`src/rtl/tccc_pkg.sv`:
```
// Shared types, constants and register codes for the three coil odd coupling controller.
// Used by the lane, merge, top level and bench files; depends on nothing.
`default_nettype none
package tccc_pkg;

    localparam int TABLE_DEPTH = 2048;

    localparam int PROD_W = 46;                    // width * 1e9 fits in 46 bits
    localparam int DUTY_W = 30;
    localparam logic [DUTY_W-1:0] PPB_FULL = 30'd1000000000;

    // floor(x/1000) == (x * GAIN_RECIP) >> RECIP_SHIFT for x below 2^21
    localparam int RECIP_SHIFT = 32;
    localparam logic [22:0] GAIN_RECIP = 23'd4294968;
    localparam logic [28:0] SAT_MAG = 29'd2049000;  // 2049 * 1000
    localparam logic [11:0] DRIVE_CAP = 12'd2048;

    typedef enum logic [2:0] {
        REG_GAIN     = 3'd0,
        REG_LIMIT    = 3'd1,
        REG_WIN_LOW  = 3'd2,
        REG_WIN_HIGH = 3'd3,
        REG_STEP     = 3'd4,
        REG_CENTER_A = 3'd5,
        REG_CENTER_B = 3'd6,
        REG_CENTER_C = 3'd7
    } reg_idx_t;

    typedef enum logic [0:0] {
        OP_TABLE_WRITE = 1'b0,
        OP_SAMPLE      = 1'b1
    } op_code_t;

    typedef struct packed {
        logic [DUTY_W-1:0] lo;
        logic [DUTY_W-1:0] hi;
        logic [DUTY_W-1:0] step;
    } duty_cfg_t;

    typedef enum logic [2:0] {
        L_IDLE, L_MUL, L_DIV1, L_CLAMP, L_DIV2, L_DONE
    } lane_state_t;

    typedef enum logic [2:0] {
        ST_IDLE, ST_LANE, ST_RD_A, ST_RD_B, ST_RD_C, ST_MSTART, ST_MWAIT, ST_EMIT
    } top_state_t;

endpackage
`default_nettype wire

```
`src/rtl/tccc_merge.sv`:
```
// Merge stage: centred positions, cyclic differences, gain, /1000 toward zero, saturation.
// Three registered stages behind a start pulse. Depends on tccc_pkg.
`default_nettype none
module tccc_merge (
    input  wire               aclk,
    input  wire               aresetn,
    input  wire               start,
    input  wire signed [15:0] tab_a,
    input  wire signed [15:0] tab_b,
    input  wire signed [15:0] tab_c,
    input  wire signed [15:0] center_a,
    input  wire signed [15:0] center_b,
    input  wire signed [15:0] center_c,
    input  wire signed [10:0] gain,
    input  wire        [11:0] drive_limit,
    output logic              done,
    output logic signed [12:0] drive_a,
    output logic signed [12:0] drive_b,
    output logic signed [12:0] drive_c,
    output logic signed [16:0] pos_a,
    output logic signed [16:0] pos_b,
    output logic signed [16:0] pos_c
);
    logic [2:0] vld_reg;
    logic signed [16:0] pos_reg [3];
    logic signed [28:0] prod_reg [3];
    logic [43:0] scl_reg [3];
    logic        neg_reg [3];
    logic        big_reg [3];

    logic signed [17:0] diff [3];
    logic [28:0]        mag [3];
    logic [11:0]        lim;
    logic [11:0]        q [3];
    logic [11:0]        m [3];
    logic signed [12:0] drv [3];

    always_comb begin
        diff[0] = 18'(pos_reg[1]) - 18'(pos_reg[2]);
        diff[1] = 18'(pos_reg[2]) - 18'(pos_reg[0]);
        diff[2] = 18'(pos_reg[0]) - 18'(pos_reg[1]);
        lim = (drive_limit > tccc_pkg::DRIVE_CAP) ? tccc_pkg::DRIVE_CAP : drive_limit;
        for (int i = 0; i < 3; i++) begin
            mag[i] = prod_reg[i][28] ? 29'(-prod_reg[i]) : 29'(prod_reg[i]);
            q[i]   = scl_reg[i][43:tccc_pkg::RECIP_SHIFT];
            m[i]   = (big_reg[i] || q[i] > lim) ? lim : q[i];
            drv[i] = neg_reg[i] ? -13'(m[i]) : 13'(m[i]);
        end
    end

    always_ff @(posedge aclk) begin
        if (!aresetn) begin
            vld_reg <= '0;
        end else begin
            vld_reg <= {vld_reg[1:0], start};
        end
    end

    always_ff @(posedge aclk) begin
        if (start) begin
            pos_reg[0] <= 17'(tab_a) - 17'(center_a);
            pos_reg[1] <= 17'(tab_b) - 17'(center_b);
            pos_reg[2] <= 17'(tab_c) - 17'(center_c);
        end
        for (int i = 0; i < 3; i++) begin
            if (vld_reg[0]) prod_reg[i] <= 29'(diff[i]) * 29'(gain);
            if (vld_reg[1]) begin
                neg_reg[i] <= prod_reg[i][28];
                big_reg[i] <= (mag[i] >= tccc_pkg::SAT_MAG);
                scl_reg[i] <= 44'(mag[i][20:0]) * 44'(tccc_pkg::GAIN_RECIP);
            end
        end
    end

    assign done    = vld_reg[2];
    assign drive_a = drv[0];
    assign drive_b = drv[1];
    assign drive_c = drv[2];
    assign pos_a   = pos_reg[0];
    assign pos_b   = pos_reg[1];
    assign pos_c   = pos_reg[2];
endmodule
`default_nettype wire

```
`config.mk`:
```
export PLATFORM = sky130hd
export DESIGN_NAME = tccc_merge
export DESIGN_NICKNAME = d
export VERILOG_FILES = /design/src/rtl/tccc_pkg.sv /design/src/rtl/tccc_merge.sv
export SDC_FILE = /design/constraint.sdc
export NUM_CORES = 2
export LEC_CHECK = 0
export BUFFER_PORTS_ARGS = -buffer_cell sky130_fd_sc_hd__buf_2
export CAP_MARGIN = 5
export CORE_MARGIN = 1
export CORE_UTILIZATION = 50
export CTS_CLUSTER_DIAMETER = 60
export DETAILED_ROUTE_END_ITERATION = 7
export PLACE_DENSITY = 0.63
export SLEW_MARGIN = 5
export SYNTH_ARGS = -nofsm -noshare
export SYNTH_HDL_FRONTEND = slang
export SYNTH_SLANG_ARGS = --single-unit
```
`constraint.sdc`:
```
create_clock -name aclk -period 13.78 [get_ports aclk]
set_input_delay 1.378 -clock aclk [delete_from_list [all_inputs] [get_ports aclk]]
set_output_delay 1.378 -clock aclk [all_outputs]
set_load 0.05 [all_outputs]
```
==> results.cfg <==
[timing]
slew_violations = 0
rsz0062_at_grt = no
finalClockSkew_ns = 0.0221
fin_tns_setup_ns = 0
setup_viol = 0
hold_viol = 0
fmax_mhz = 119
slew_headroom_pct = 15.3
tightest_slew_ns = 1.26
period_minus_slack_ns = 8.42
fin_crit_sh_pct = 61.1

[placed_design]
place.gp.congestion = 0.941
dp_hpwl_um = 100000
placed_cells = 7113
portBuffers = 212

[yosys]
synth_compound_area_share_pct = 7.94
synth_area_per_cell_um2 = 9.22
yosys_warnings = 0
syn_inst = 5607
synthAdderAreaFrac_pct = 53.0
synth_edf_count = 180
muxShareOfSynthArea_pct = 0.441
synth_cell_types = 80
netlist.area_leader.share_pct = 31.5
synth_area_um2 = 51700
synth-xor-area-share_pct = 4.96
synth-simple-area-share_pct = 12.4
ys_seq_area_share_pct = 10.6
synth_top_family_by_area = adder cells
syn-num-nets = 7429
synthTopCellsByArea = fa_1 31%, ha_1 21%, edfxtp_1 10%
synth-main-ff-cell = edfxtp_1
synth_top_cell_by_area = fa_1
async_flop_share_pct = 0
ys_ff_latch = 183

[worst_setup_path]
startpoint_type = flip-flop
path_max_fanout = 11
slowest_delay_ns = 0.72
worst-path-buf-inv = 5
path_delay_family = adder cells
cp.arrival_ns = 8.66
crit_type = flip-flop to flip-flop
cp-end-kind = flip-flop
crit_slowest_cell = xor2_1
cp_common_cell = fa_1
crit_required_ns = 14.02

[floorplan]
core_um2 = 102000
io_pins = 213
die_w_um = 324
initial_core_util_pct = 50.6
die_h_um = 324
rows = 117
die-area_um2 = 105000

[cells_and_area]
final_common_cell = inv_1
fin_cells = 7146
nets = 7586
layout_common_cells = 1323 x inv_1, 887 x ha_1, 813 x fa_1
largest_reg_flops = 87
area_growth_pct = 6.44
drive_gt1_share_pct = 6.27

[detailed_routing]
drtPass1Iterations = 8
viasPerCell = 5.21
drc = 0
wl_per_cell_um = 16.8
postRouteAntennaNets = 0
drt_iter0_markers = 1753
wl_um = 120000
vias = 37300

[grt]
grt_max_degree = 60
grt.overflow.total = 0
antenna_found_initial = 5
grt_use_total_pct = 23.9
grt_first_pass_wirelength_um = 197000
grt_pass1_vias = 38200

[clock_tree]
insertion_delay_ns = 0.51
cts_hold_buf = 0
cts-root-buf = clkbuf_16
cts_buffers = 17
clock_sinks = 183
clk_path_buf_depth = 2
post_cts_resized = 0
postCtsSetupBuffers = 0
clk_pin_slew_ns = 0.08
htreeDepth = 4
cts_tree = done

[run_status]
status = complete, no violations

[job]
max_cap_viol_count = 0

[hold_path]
min_path_type = flip-flop to flip-flop
==> cell usage after synthesis, drive strengths merged, types with 18 or more instances <==
| cell | instances |
|---|---|
| a21o | 67 |
| a21oi | 194 |
| a31oi | 19 |
| and2 | 225 |
| and3 | 19 |
| clkbuf | 139 |
| edfxtp | 180 |
| fa | 813 |
| ha | 887 |
| inv | 1323 |
| nand2 | 458 |
| nand2b | 53 |
| nand3 | 52 |
| nand4 | 41 |
| nor2 | 230 |
| nor2b | 84 |
| nor3 | 64 |
| nor4 | 18 |
| o21a | 35 |
| o21ai | 129 |
| o21bai | 22 |
| o31ai | 24 |
| or3 | 24 |
| xnor2 | 202 |
| xor2 | 90 |
==> through the flow <==
step	util [%]	setup WS, ns	hold WS [ns]	cell area [um^2]
3_5_place_dp	53.3	5.33	0.677	54400
2_1_floorplan	-	5.91	0.424	51700
5_1_grt	53.8	4.73	0.707	55000
4_1_cts	53.8	5.31	0.699	55000
6_report	53.8	5.36	0.687	55000
3_3_place_gp	53.3	5.51	0.674	54400
==> kinds of logic after synthesis <==
logic type                 Yosys count
AOI/OAI and AO/OA                  633
muxes                               22
and+or+nand+nor                   1309
DFF                                183
xor gates and xnor gates           292
buffers and inverters             1468
adders and majority gates         1700
==> worst paths after layout <==
kind	to	start	depth (start not counted)	slack [ns]
worst max-delay path	prod_reg[0][57]$_DFFE_PP_	pos_reg[0][34]$_DFFE_PP_	32	5.36
worst min-delay path	prod_reg[0][59]$_DFFE_PP_	vld_reg[0]$_SDFF_PN0_	0	0.69
worst max register to register	prod_reg[0][57]$_DFFE_PP_	pos_reg[0][34]$_DFFE_PP_	32	5.36
worst min register to register	prod_reg[0][59]$_DFFE_PP_	vld_reg[0]$_SDFF_PN0_	0	0.69
==> per-layer routing <==
layer / track usage, % / share of wire, % / routed length (um)
met5: 0 / 0.0067 / 8
met3: 3.27 / 4.7 / 5630
met2: 39.8 / 46 / 55800
met1: 32.3 / 46 / 55500
met4: 6.95 / 2.7 / 3240
==> layout make-up <==
type,count,area [um^2]
Fill cell,9532,47200
Multi-Input combinational cell,3956,40700
Sequential cell,183,5470
Inverter,1325,4970
Tap cell,1368,1710
Timing Repair Buffer,281,1580
Clock buffer,19,443
Clock inverter,13,115
Antenna cell,1,2.50
==> worst register-to-register path, delay by kind of cell, from the launching register on <==
family | cells | cell delay (ns)
AO/OA/AOI/OAI | 13 | 2.51
XOR/XNOR | 2 | 0.80
adder cells (fa/ha/maj) | 8 | 3.41
buffers and inverters | 5 | 0.27
flip-flops | 1 | 0.42
AND/OR/NAND/NOR | 4 | 0.73
Power is not shown: default switching activity piles up to over one toggle a cycle in this logic, so the estimate is an artifact.
