File: config.mk
export PLATFORM = sky130hd
export DESIGN_NAME = tccc_lane
export DESIGN_NICKNAME = d
export VERILOG_FILES = /design/src/rtl/tccc_pkg.sv /design/src/rtl/tccc_lane.sv
export SDC_FILE = /design/constraint.sdc
export NUM_CORES = 1
export LEC_CHECK = 0
export BUFFER_PORTS_ARGS = -buffer_cell sky130_fd_sc_hd__buf_2
export CORE_UTILIZATION = 52
export DETAILED_ROUTE_END_ITERATION = 10
export GPL_TIMING_DRIVEN = 1
export PLACE_DENSITY = 0.71
export SYNTH_ARGS = -nofsm -noshare
export SYNTH_HDL_FRONTEND = slang
export SYNTH_SLANG_ARGS = --single-unit
File: constraint.sdc
create_clock -name aclk -period 10.2 [get_ports aclk]
set_input_delay 0.51 -clock aclk [delete_from_list [all_inputs] [get_ports aclk]]
set_output_delay 0.51 -clock aclk [all_outputs]
set_load 0.01 [all_outputs]
File: src/rtl/tccc_pkg.sv
// Shared types, constants and register codes for the three coil odd coupling controller.
// Used by the lane, merge, top level and bench files; depends on nothing.
`default_nettype none
package tccc_pkg;

    localparam int TABLE_DEPTH = 2048;

    localparam int PROD_W = 46;                    // width * 1e9 fits in 46 bits
    localparam int DUTY_W = 30;
    localparam logic [DUTY_W-1:0] PPB_FULL = 30'd1000000000;

    // floor(x/1000) == (x * GAIN_RECIP) >> RECIP_SHIFT for x below 2^21
    localparam int RECIP_SHIFT = 32;
    localparam logic [22:0] GAIN_RECIP = 23'd4294968;
    localparam logic [28:0] SAT_MAG = 29'd2049000;  // 2049 * 1000
    localparam logic [11:0] DRIVE_CAP = 12'd2048;

    typedef enum logic [2:0] {
        REG_GAIN     = 3'd0,
        REG_LIMIT    = 3'd1,
        REG_WIN_LOW  = 3'd2,
        REG_WIN_HIGH = 3'd3,
        REG_STEP     = 3'd4,
        REG_CENTER_A = 3'd5,
        REG_CENTER_B = 3'd6,
        REG_CENTER_C = 3'd7
    } reg_idx_t;

    typedef enum logic [0:0] {
        OP_TABLE_WRITE = 1'b0,
        OP_SAMPLE      = 1'b1
    } op_code_t;

    typedef struct packed {
        logic [DUTY_W-1:0] lo;
        logic [DUTY_W-1:0] hi;
        logic [DUTY_W-1:0] step;
    } duty_cfg_t;

    typedef enum logic [2:0] {
        L_IDLE, L_MUL, L_DIV1, L_CLAMP, L_DIV2, L_DONE
    } lane_state_t;

    typedef enum logic [2:0] {
        ST_IDLE, ST_LANE, ST_RD_A, ST_RD_B, ST_RD_C, ST_MSTART, ST_MWAIT, ST_EMIT
    } top_state_t;

endpackage
`default_nettype wire

File: src/rtl/tccc_lane.sv
// One duty channel: width*1e9/period, window clamp, (duty-low)/step, index clamp.
// Both divisions share one restoring shift-subtract loop. Depends on tccc_pkg.
`default_nettype none
module tccc_lane #(
    parameter int TABLE_DEPTH = tccc_pkg::TABLE_DEPTH
) (
    input  wire                                   aclk,
    input  wire                                   aresetn,
    input  wire                                   start,
    input  wire  [15:0]                           width,
    input  wire  [15:0]                           period,
    input  wire  tccc_pkg::duty_cfg_t             cfg,
    output logic                                  done,
    output logic [$clog2(TABLE_DEPTH)-1:0]        idx
);
    localparam int AW = $clog2(TABLE_DEPTH);
    localparam int PW = tccc_pkg::PROD_W;
    localparam int DW = tccc_pkg::DUTY_W;

    tccc_pkg::lane_state_t st_reg, st_next;
    logic [5:0]    cnt_reg;
    logic [15:0]   w_reg, p_reg;
    logic [PW-1:0] dvd_reg;
    logic [DW-1:0] rem_reg, div_reg;

    logic [DW:0]   trial;
    logic          qbit;
    logic [PW-1:0] duty, d1;
    logic [DW-1:0] d2;
    logic [DW-1:0] q;

    assign trial = {rem_reg, dvd_reg[PW-1]};
    assign qbit  = (trial >= {1'b0, div_reg});

    always_comb begin
        duty = (p_reg == 16'd0) ? PW'(cfg.lo) : dvd_reg;
        d1   = (duty < PW'(cfg.lo)) ? PW'(cfg.lo) : duty;
        d2   = (d1 > PW'(cfg.hi)) ? cfg.hi : d1[DW-1:0];
        q    = dvd_reg[DW-1:0];
        idx  = (q > DW'(TABLE_DEPTH - 1)) ? AW'(TABLE_DEPTH - 1) : q[AW-1:0];
        done = (st_reg == tccc_pkg::L_DONE);
    end

    always_comb begin
        st_next = st_reg;
        case (st_reg)
            tccc_pkg::L_IDLE, tccc_pkg::L_DONE: if (start) st_next = tccc_pkg::L_MUL;
            tccc_pkg::L_MUL:   st_next = tccc_pkg::L_DIV1;
            tccc_pkg::L_DIV1:  if (cnt_reg == 6'd1) st_next = tccc_pkg::L_CLAMP;
            tccc_pkg::L_CLAMP: st_next = tccc_pkg::L_DIV2;
            tccc_pkg::L_DIV2:  if (cnt_reg == 6'd1) st_next = tccc_pkg::L_DONE;
            default:           st_next = tccc_pkg::L_IDLE;
        endcase
    end

    always_ff @(posedge aclk) begin
        if (!aresetn) begin
            st_reg <= tccc_pkg::L_IDLE;
        end else begin
            st_reg <= st_next;
        end
    end

    always_ff @(posedge aclk) begin
        case (st_reg)
            tccc_pkg::L_IDLE, tccc_pkg::L_DONE: begin
                if (start) begin
                    w_reg <= width;
                    p_reg <= period;
                end
            end
            tccc_pkg::L_MUL: begin
                dvd_reg <= PW'(w_reg) * PW'(tccc_pkg::PPB_FULL);
                rem_reg <= '0;
                div_reg <= DW'(p_reg);
                cnt_reg <= 6'(PW);
            end
            tccc_pkg::L_DIV1, tccc_pkg::L_DIV2: begin
                rem_reg <= qbit ? DW'(trial - {1'b0, div_reg}) : trial[DW-1:0];
                dvd_reg <= {dvd_reg[PW-2:0], qbit};
                cnt_reg <= cnt_reg - 6'd1;
            end
            tccc_pkg::L_CLAMP: begin
                // park the offset in the top bits so only DW steps are needed
                dvd_reg <= (d2 > cfg.lo) ? {d2 - cfg.lo, (PW-DW)'(0)} : '0;
                rem_reg <= '0;
                div_reg <= (cfg.step == '0) ? DW'(1) : cfg.step;
                cnt_reg <= 6'(DW);
            end
            default: ;
        endcase
    end
endmodule
`default_nettype wire

==> impl_metrics.toml <==
[die]
fp-row-count = 67
die_h_um = 188
die_area_sq_mm = 0.0354
start_util_pct = 53.3
die_x_um = 188
core_sq_mm = 0.0338
pin_count = 137

[route]
drc = 0
viasPerCell = 5.74
routed_wl_um = 44700
drt-wirelength-per-cell_um = 18.3
num_vias = 14000
drt-initial-drc-count = 927
dr.pass1.iters = 5
drtAntennaViolNets = 0

[cts]
cts-root-buf = "clkbuf_16"
cts_hold_buf = 0
cts.sinks = 147
clock_path_buffers = 2
cts_tree = "yes"
cts_setup_buffers = 0
cts_resized = 0
clkSlewWorstSetupHoldPaths_ns = 0.08
cts_buffers = 17
h-tree-depth = 4
clock_latency_ns = 0.45

[global_route]
gr-total-overflow = 0
grt_max_degree = 64
antenna_found_initial = 0
grt_pass1_vias = 14400
grt_pass1_wl_um = 72700
grt_usage_pct = 25.8

[synth]
synth_xor_area_share_pct = 3.94
synth.cell_area_sq_mm = 0.0180
netlist_top_cells_area = "edfxtp_1 24%, ha_1 19%, fa_1 15%, inv_1 6.0%, mux2_2 3.9%"
yosys.cell_types.count = 78
yosys.area.top_type = "edfxtp_1"
yosysWarnings = 0
syn_avg_cell_area_sq_um = 9.67
yosysTopAreaCellShare_pct = 24.0
synth_compound_area_share_pct = 15.2
yosys-mux-area-fraction_pct = 4.49
synthFlopType = "edfxtp_1"
synth_nets = 2387
ys_seq_area_share_pct = 24.4
synth_edf_count = 144
synth_top_family_by_area = "adder cells"
postSynth.asyncResetShare_pct = 0
syn_inst = 1861
synth-simple-area-share_pct = 11.5
synth_fa_ha_area_share_pct = 33.5
ys_ff_latch = 147

[worst_hold_path]
hp-class = "in -> reg"

[sta]
final.setup.tns_ns = 0
finalCriticalPeriod_ns = 9.08
hold_viol = 0
hold_ws_ns = 0.227
tightest_slew_ns = 1.16
slew_headroom_pct = 22.2
rsz0062_at_grt = "false"
final-max-slew-violation-count = 0
setup_viol = 0
fin_worst_skew_ns = 0.0155
max_freq_mhz = 110
period_share_pct = 89.1

[setup_path]
r2r_setup_slack_ns = 1.12
crit_arrival_ns = 9.28
critPathLaunchType = "flip-flop"
cp-endpoint = "dvd_reg[17]$_DFFE_PP_"
ff2ff_path_depth = 35
path_buf_inv = 3
crit_top_cell = "nand4_1"
slowest_delay_ns = 0.63
slowest_stage = "o21ai_2"
crit_path_end_kind = "flip-flop"
criticalPathCategory = "reg -> reg"
r2r_start = "p_reg[1]$_DFFE_PP_"
r2r-end = "dvd_reg[17]$_DFFE_PP_"
path_depth = 35
startpoint = "p_reg[1]$_DFFE_PP_"
path_delay_family = "compound AO/OA/AOI/OAI gates"
worstPathRequired_ns = 10.40
crit_fanout = 61

[run_status]
outcome = "completed"

[final_layout]
multi_input_area_sq_mm = 0.0124
final_cell_mix = "287 x inv_1, 267 x ha_1, 144 x edfxtp_1"
largest_reg_flops = 46
register_area_sq_mm = 0.00438
fill_cells = 2928
layout-drive-gt1-share_pct = 13.5
final_common_cell = "inv_1"
diodes = 0
fin_util_pct = 58.6
nets = 2508
syn2layout_area_growth_pct = 9.90

[placed_design]
dp_hpwl_um = 36600
gp_congestion = 0.919
portBuffers = 136

[run]
drv_cap = 0
## worst min path at each step
stage / startpoint / depth (start not counted) / slack (ns) / end
finish: width[12] / 1 / 0.23 / w_reg[12]$_DFFE_PP_
global route: width[15] / 1 / 0.21 / w_reg[15]$_DFFE_PP_
CTS: width[12] / 1 / 0.21 / w_reg[12]$_DFFE_PP_
detailed placement: dvd_reg[43]$_DFFE_PP_ / 2 / 0.55 / dvd_reg[44]$_DFFE_PP_
global placement: dvd_reg[33]$_DFFE_PP_ / 2 / 0.56 / dvd_reg[34]$_DFFE_PP_
floorplan: st_reg[2]$_SDFFE_PN0P_ / 1 / 0.50 / st_reg[1]$_SDFFE_PN0P_
## cell type report
class / instances / share of cell area, %
inverter: 287 / 5.45
timing repair buffer: 146 / 3.82
tap: 448 / 2.83
clock inverter: 15 / 0.923
multi-input combinational: 1383 / 62.7
sequential: 147 / 22.2
clock buffer: 17 / 2.15
## synthesized netlist by cell type (all sizes together) (6+ instances only)
library cell,instances
a31oi,15
a211oi,14
nand2b,26
nor3,22
a21oi,117
and3,11
and2,27
inv,287
a22oi,11
a21o,37
nor4,27
clkbuf,25
buf,19
a22o,18
o221ai,12
o21ai,100
o311ai,6
xnor2,52
o211ai,7
nand2,113
nor2b,19
edfxtp,144
o21bai,15
nor2,100
o21a,14
xor2,29
mux2,62
mux2i,11
ha,267
fa,134
nand3,22
nand4,25
## kinds of logic after synthesis
family / Yosys count
AO/OA/AOI/OAI: 410
multiplexers: 73
AND/OR/NAND/NOR: 418
flip-flops: 147
adder cells (fa/ha/maj): 401
buffers and inverters: 331
XOR/XNOR: 81
## per-layer routing
layer | track usage (%) | part of all wire (%) | vias to the layer above
li1 | - | - | 6809
met1 | 32.5 | 43 | 6850
met2 | 46.5 | 51 | 326
met3 | 3.03 | 3.8 | 49
met4 | 6.35 | 1.7 | 0
met5 | 0 | 0 | -
## stage by stage
step                      cells  setup slack [ns]  area, sq um
after floorplan            1861              2.96        18000
after global placement     2411              1.46        19200
after detailed placement   2411              1.28        19200
after CTS                  2443              1.24        19800
after global routing       2443             0.400        19800
final                      2443              1.12        19800
Power is not shown: default switching activity piles up to over one toggle a cycle in this logic, so the estimate is an artifact.
